--- src/design/text_terminal_grid_core_assert.svh ---
// Assertion macros used by the text terminal grid back end.
// Users must have clk and rst_n in scope where the macros are expanded.
`ifndef TEXT_TERMINAL_GRID_CORE_ASSERT_SVH
`define TEXT_TERMINAL_GRID_CORE_ASSERT_SVH

// Same-cycle implication.
`define TTG_ASSERT(lbl, ante, cons, msg) \
    lbl: assert property (@(posedge clk) disable iff (!rst_n) (ante) |-> (cons)) \
        else $error(msg);

// Next-cycle implication.
`define TTG_ASSERT_NEXT(lbl, ante, cons, msg) \
    lbl: assert property (@(posedge clk) disable iff (!rst_n) (ante) |=> (cons)) \
        else $error(msg);

`endif

--- src/design/ttg_pkg.sv ---
// Shared types, constants and the byte classifier of the text terminal grid.
// Used by every module of the block but ttg_ram; depends on nothing.
package ttg_pkg;

    localparam int DEF_MAX_COLUMNS = 128;
    localparam int DEF_MAX_ROWS    = 64;
    localparam int RESET_COLUMNS   = 80;
    localparam int RESET_ROWS      = 25;
    localparam int ACT_COL_W       = 8;
    localparam int ACT_ROW_W       = 7;
    localparam int OUT_DATA_W      = 88;
    localparam int IN_DATA_W       = 24;

    localparam logic [2:0] OP_WRITE = 3'd0;
    localparam logic [2:0] OP_READ  = 3'd1;
    localparam logic [2:0] OP_QUERY = 3'd2;
    localparam logic [2:0] OP_MARK  = 3'd3;
    localparam logic [2:0] OP_INIT  = 3'd4;

    localparam logic [7:0] CH_BS    = 8'h08;
    localparam logic [7:0] CH_TAB   = 8'h09;
    localparam logic [7:0] CH_LF    = 8'h0A;
    localparam logic [7:0] CH_FF    = 8'h0C;
    localparam logic [7:0] CH_CR    = 8'h0D;
    localparam logic [7:0] CH_SPACE = 8'h20;
    localparam logic [7:0] CH_DEL   = 8'h7F;

    localparam logic [1:0] CFG_COLUMNS = 2'd0;
    localparam logic [1:0] CFG_ROWS    = 2'd1;

    typedef enum logic [3:0] {
        CLS_CR,
        CLS_LF,
        CLS_BS,
        CLS_FF,
        CLS_TAB,
        CLS_PRINT,
        CLS_DROP,
        CLS_READ,
        CLS_QUERY,
        CLS_MARK,
        CLS_INIT,
        CLS_NOP
    } ttg_class_t;

    typedef struct packed {
        ttg_class_t  cls;
        logic [7:0]  data_byte;
        logic [5:0]  target_row;
        logic [6:0]  target_column;
    } ttg_item_t;

    function automatic ttg_class_t classify(input logic [2:0] op, input logic [7:0] b);
        ttg_class_t c;
        c = CLS_NOP;
        case (op)
            OP_WRITE:
            begin
                case (b)
                    CH_CR:   c = CLS_CR;
                    CH_LF:   c = CLS_LF;
                    CH_BS:   c = CLS_BS;
                    CH_FF:   c = CLS_FF;
                    CH_TAB:  c = CLS_TAB;
                    default: c = (b >= CH_SPACE && b < CH_DEL) ? CLS_PRINT : CLS_DROP;
                endcase
            end
            OP_READ:  c = CLS_READ;
            OP_QUERY: c = CLS_QUERY;
            OP_MARK:  c = CLS_MARK;
            OP_INIT:  c = CLS_INIT;
            default:  c = CLS_NOP;
        endcase
        return c;
    endfunction

endpackage

--- src/design/ttg_front.sv ---
// Front end: accepts input beats, classifies them and queues them.
// Depends on ttg_pkg.
module ttg_front (
    input  logic                 clk,
    input  logic                 rst_n,
    input  logic                 s_tvalid,
    output logic                 s_tready,
    input  logic [23:0]          s_tdata,
    input  logic [2:0]           s_tuser,
    output ttg_pkg::ttg_item_t   head,
    output logic                 head_valid,
    input  logic                 pop
);

    ttg_pkg::ttg_item_t q_reg [2];
    logic [1:0]         count_reg;
    logic               rd_ptr_reg;
    logic               wr_ptr_reg;
    logic               push;
    ttg_pkg::ttg_item_t new_item;

    assign s_tready   = (count_reg != 2'd2);
    assign push       = s_tvalid && s_tready;
    assign head       = q_reg[rd_ptr_reg];
    assign head_valid = (count_reg != 2'd0);

    always_comb
    begin
        new_item.cls           = ttg_pkg::classify(s_tuser, s_tdata[7:0]);
        new_item.data_byte     = s_tdata[7:0];
        new_item.target_row    = s_tdata[13:8];
        new_item.target_column = s_tdata[20:14];
    end

    always_ff @(posedge clk)
    begin
        if (push)
        begin
            q_reg[wr_ptr_reg] <= new_item;
        end
    end

    always_ff @(posedge clk or negedge rst_n)
    begin
        if (!rst_n)
        begin
            count_reg  <= 2'd0;
            rd_ptr_reg <= 1'b0;
            wr_ptr_reg <= 1'b0;
        end
        else
        begin
            if (push)
            begin
                wr_ptr_reg <= !wr_ptr_reg;
            end
            if (pop)
            begin
                rd_ptr_reg <= !rd_ptr_reg;
            end
            count_reg <= count_reg + 2'(push) - 2'(pop);
        end
    end

endmodule

--- config.mk ---
export PLATFORM = sky130hd
export DESIGN_NAME = ttg_front
export DESIGN_NICKNAME = d
export VERILOG_FILES = /design/src/design/text_terminal_grid_core_assert.svh /design/src/design/ttg_pkg.sv /design/src/design/ttg_front.sv
export SDC_FILE = /design/constraint.sdc
export NUM_CORES = 1
export LEC_CHECK = 0
export BUFFER_PORTS_ARGS = -buffer_cell sky130_fd_sc_hd__buf_2
export CORE_MARGIN = 4
export CORE_UTILIZATION = 26
export DETAILED_ROUTE_END_ITERATION = 6
export PLACE_DENSITY_LB_ADDON = 0.15
export SYNTH_ARGS = -nofsm -noshare
export SYNTH_HDL_FRONTEND = slang
export SYNTH_SLANG_ARGS = --single-unit
--- constraint.sdc ---
create_clock -name clk -period 4 [get_ports clk]
set_clock_uncertainty 0.2 [all_clocks]
set_input_delay 1 -clock clk [delete_from_list [all_inputs] [get_ports clk]]
set_output_delay 1 -clock clk [all_outputs]
set_load 0.01 [all_outputs]
======== After elaboration in Yosys (flattened, before gate mapping) ========
Memories as Yosys holds them, arrays and structs flattened.
Cells that the tools add are included.
storage, ports and cells
  input port bits ......................... 31
  output and inout port bits .............. 27
  flip-flop bits (word level) ............. 4
  RAM bits ................................ 50
  memories ................................ 1
memory list
  memory  depth  bits a word  read ports  clocked after memory_dff  write ports  line             source
  q_reg   2      25           1           0                         1            ttg_front.sv:15  ttg_pkg::ttg_item_t q_reg [2];
operators by class
  add/subtract/negate cells ............... 2
  multiplexer cells ....................... 5
  eq/ne operators ......................... 10
  $lt $le $gt $ge ......................... 2
  reduce and logical (&&, ||, !) cells .... 6
operators with widths
  cell                                                                number
  equality test 8 x 4 -> 1 bit (second input constant)                5
  case mux 4 bit (5 select lines)                                     1
  case mux 3 bit (5 select lines)                                     1
  greater-or-equal comparator 8 x 6 -> 1 bit (second input constant)  1
  < comparator 8 x 7 -> 1 bit (second input constant)                 1
  equality test 3 x 2 -> 1 bit (second input constant)                2
  equality test 3 x 1 -> 1 bit (second input constant)                1
  equality test 3 bit (second input constant)                         1
  zero test 3 bit                                                     1
  adder 2 x 1 -> 2 bit                                                1
  logical AND 1 bit                                                   2
  zero test 1 bit                                                     2
  two-way mux 1 bit                                                   2
  two-way mux 2 bit                                                   1
  != test 2 bit (second input constant)                               1
  nonzero test 2 bit                                                  1
  subtractor 2 x 1 -> 2 bit                                           1

======== Longest topological paths before layout ========
  word-level depth ........................ 5
  depth in mapped cells ................... 7
  depth with buffers taken out ............ 7

======== Worst setup path after synthesis ========
Ideal clock, no wire load.
  path kind ............................... input port to flip-flop
  from .................................... in s_tvalid
  to ...................................... mem q_reg[0][0] in the netlist's numbering (enable)
  data required time ...................... 3.393 ns
  arrival time ............................ 2.162 ns
  setup time .............................. 0.407 ns
  cell stages on the path ................. 2
  slack ................................... 1.232 ns
  cells stage by stage .................... nand2_1 -> nor2_1
on the way
  longest elaborated chain between the ends .. 3
RTL lines
  element                                  line             source
  start, declared                          ttg_front.sv:6   input logic s_tvalid,
  logical AND 1 bit                        ttg_front.sv:23  assign push = s_tvalid && s_tready;
  two-way mux 1 bit                        ttg_front.sv:37  if (push)
  two-way mux 1 bit (not written as such)  ttg_front.sv:39  q_reg[wr_ptr_reg] <= new_item;
  end, declared                            ttg_front.sv:15
No other way between the ends.

==> run_results.csv <==
group,metric,value,unit
sta,totalNegativeSetupSlack,0,ns
clock_network,cts.hold.buffers_added,0,
cells_and_area,synthToLayoutAreaGrowth,23.71,%
synthesis,syn_inst,113,
pwr,power_leakage,0.0009616,uW
routing,totalWireLength,3848,um
setup_path,req_time_crit_path,2.80,ns
floorplan,pin_count,58,
cells_and_area,num-fill-cells,805,
synthesis,combinational_family_with_the_most_area_after_synthesis,"multiplexers",
synthesis,post-synth-top-area-cell,"edfxtp_1",
sta,tightest_slew,0.6342,ns
cells_and_area,largest_register_ffs,50,
synthesis,synth_top_area_frac,0.7042,
setup_path,critPathTopFamily,"flip-flops",
global_routing,antenna_found_initial,0,
pwr,power_density,646.8,nW/um^2
synthesis,avgSynthCellArea,18.87,sq um
setup_path,worst_reg2reg_setup_slack,1.96,ns
setup_path,criticalPathCategory,"reg -> out",
sta,grt_setup_unrepaired,"no",
synthesis,synth_sequential_area_ratio,0.7512,
synthesis,synth_edf_count,50,
synthesis,synthMuxAreaShare,0.1320,
clock_network,cts_tree,"yes",
setup_path,worstReg2RegStart,"count_reg[1]",
global_routing,grt_max_degree,26,
sta,setup_slack,0.9436,ns
sta,maxSlewViolCount,0,
setup_path,critical_path_buf_inv_count,2,
routing,count_of_unresolved_drc_violations_after_routing,0,
synthesis,synth_unique_cells,27,
floorplan,floorplan.core_area,7848,sq um
pwr,peakVddDrop,0.2030,mV
global_routing,grt_pass1_wl,6182,um
synthesis,synthSimpleGateAreaFrac,0.04401,
place,port_buffers,54,
floorplan,std_cell_rows,32,
cells_and_area,finish.utilization,0.3361,
cells_and_area,nNetsFinal,207,
sta,fmax_achieved,327.2,MHz
routing,num_vias,1156,
synthesis,synth-compound-area-share,0.02934,
sta,final_min_period_over_clock_period,0.7641,
clock_network,clock_path_buffers,2,
routing,drt_iter0_drc,20,
clock_network,post_cts_buffers,0,
routing,number_of_nets_with_antenna_violations_after_routing,0,
synthesis,postSynth.asyncResetShare,0.07407,
global_routing,grt_overflow,0,
setup_path,critical_path.cell_chain,"buf_4 -> mux2_2 -> buf_2",
routing,dr_wl_cell,13.94,um
setup_path,crit-reg2reg-capture,"q_reg[0][6]",
synthesis,most_numerous_cell_in_the_yosys_netlist,"edfxtp_1",
place,dp_hpwl,2780,um
sta,layout_min_cycle_time,3.056,ns
clock_network,numCtsBuffers,5,
sta,hold_viol,0,
setup_path,r2r.worst_path.cells,4,
clock_network,buffer_cell_driving_the_clock_tree_root,"clkbuf_8",
synthesis,syn-num-nets,146,
routing,dr.pass1.iters,5,
routing,viasPerCell,4.188,
synthesis,mappedNetlistArea,2132,sq um
floorplan,fp.dieW,98.56,um
cells_and_area,number_of_inserted_diodes,0,
sta,setup-violations-final,0,
run_status,outcome,"complete, no violations",
synthesis,dominant_synthesized_flop_cell,"edfxtp_1",
global_routing,first_global_vias,1256,
cells_and_area,final_design_area_no_fill,2638,sq um
hold_path,type_of_the_most_critical_hold_path,"in -> async",
synthesis,synth_top_cells_by_count,"edfxtp_1, mux2_2, dfrtp_1, xnor2_1",
setup_path,crit_path_max_incr_delay,0.69,ns
job,timing.max_cap.violations,0,
place,worst_case_setup_slack_after_placement,1.186,ns
synthesis,ys_seq_elements,54,
setup_path,worst_setup_path_end_kind,"output port",
setup_path,worstPathArrival,1.86,ns
place,postPlaceCellArea,2535,sq um
setup_path,cpMaxStageDelayCell,"dfrtp_1",
synthesis,ys_top_cells_by_area,"edfxtp_1, mux2_2, dfrtp_1, xnor2_1, ha_1",
floorplan,die_area,9713,sq um
clock_network,cts.htree.levels,2,
floorplan,die_h,98.56,um
cells_and_area,post_route_cells_drive_above_1_share,0.5345,
synthesis,synthAdderAreaFrac,0.01174,
floorplan,initial_utilization,0.2717,
setup_path,cp_max_fo,14,
place,place_congestion,0.7807,
clock_network,clock_insertion_delay_worst_skew,0.29,ns
synthesis,yosys.area_share.xor_xnor,0.02054,
setup_path,start_kind,"flop",
sta,max_slew_margin,0.5767,
clock_network,post_cts.resized_instances,0,
clock_network,worst_setup_hold_path_clk_slew,0.08,ns
global_routing,global_route.usage.total,0.08187,
synthesis,yosysWarnings,0,
clock_network,clock_sink_count,54,
[worst register-to-register path, stage by stage (launching register included)]
cell      delay [ns]
dfrtp_1         0.41
nand2b_1        0.12
nand2_1         0.13
nor2_2          0.52
buf_4           0.36
[kinds of logic after synthesis]
kind of cell | count (synthesis)
flip-flops | 54
multiplexers | 25
AND/OR/NAND/NOR | 14
AO/OA/AOI/OAI | 9
XOR/XNOR | 5
buffers and inverters | 4
adder cells (fa/ha/maj) | 2
[per-stage QoR]
| stage | std cells | hold WS, ns | power, uW |
|---|---|---|---|
| finish | 276 | 0.2945 | 1706 |
| global route | 276 | 0.2801 | 1821 |
| CTS | 276 | 0.2813 | 1749 |
| detailed placement | 269 | 0.3025 | 1406 |
| global placement | 269 | 0.2780 | 1387 |
| floorplan | 113 | 0.2604 | 1184 |
[final cells by class]
cell class                 count  area (sq um)  share of cell area
clock buffer                   5         68.82             0.02609
clock inverter                 2         33.78             0.01281
inverter                       1         3.754            0.001423
multi-input combinational     55         509.2              0.1931
sequential                    54          1602              0.6072
tap                          102         127.6             0.04839
timing repair buffer          57         292.8              0.1110
[cells in the final DEF, fill, tap and decap left out, drive strengths merged, types with 2 or more instances in the layout]
| cell | count |
|---|---|
| buf | 57 |
| edfxtp | 50 |
| mux2 | 25 |
| clkbuf | 5 |
| xnor2 | 4 |
| dfrtp | 4 |
| or2 | 2 |
| nand2 | 2 |
| a31oi | 2 |
| o211ai | 2 |
| nor2b | 2 |
| ha | 2 |
[per-layer routing]
| layer | vias up | share of wire | track usage |
|---|---|---|---|
| met3 | 4 | 0.080 | 0.03609 |
| met1 | 550 | 0.41 | 0.09087 |
| met5 | - | 0 | 0 |
| met2 | 46 | 0.50 | 0.1399 |
| met4 | 0 | 0.011 | 0.02836 |
| li1 | 556 | - | - |
[power breakdown]
part	total [uW]	internal, uW	leakage (uW)	switching, uW
clock	337	181	0.0000517	156
sequential	832	774	0.000509	57.7
combinational	538	259	0.000401	279
[how the worst max path moves through the flow]
stage,from,to,slack [ns],cells after the start
after global routing,rd_ptr_reg,head[13],0.80,3
after floorplan,s_tvalid,q_reg[0][0],1.23,2
after global placement,rd_ptr_reg,head[13],1.23,3
after CTS,rd_ptr_reg,head[13],0.84,3
final,rd_ptr_reg,head[24],0.94,3
after detailed placement,rd_ptr_reg,head[13],1.19,3
Note: power is estimated with default switching activity, not from simulation.
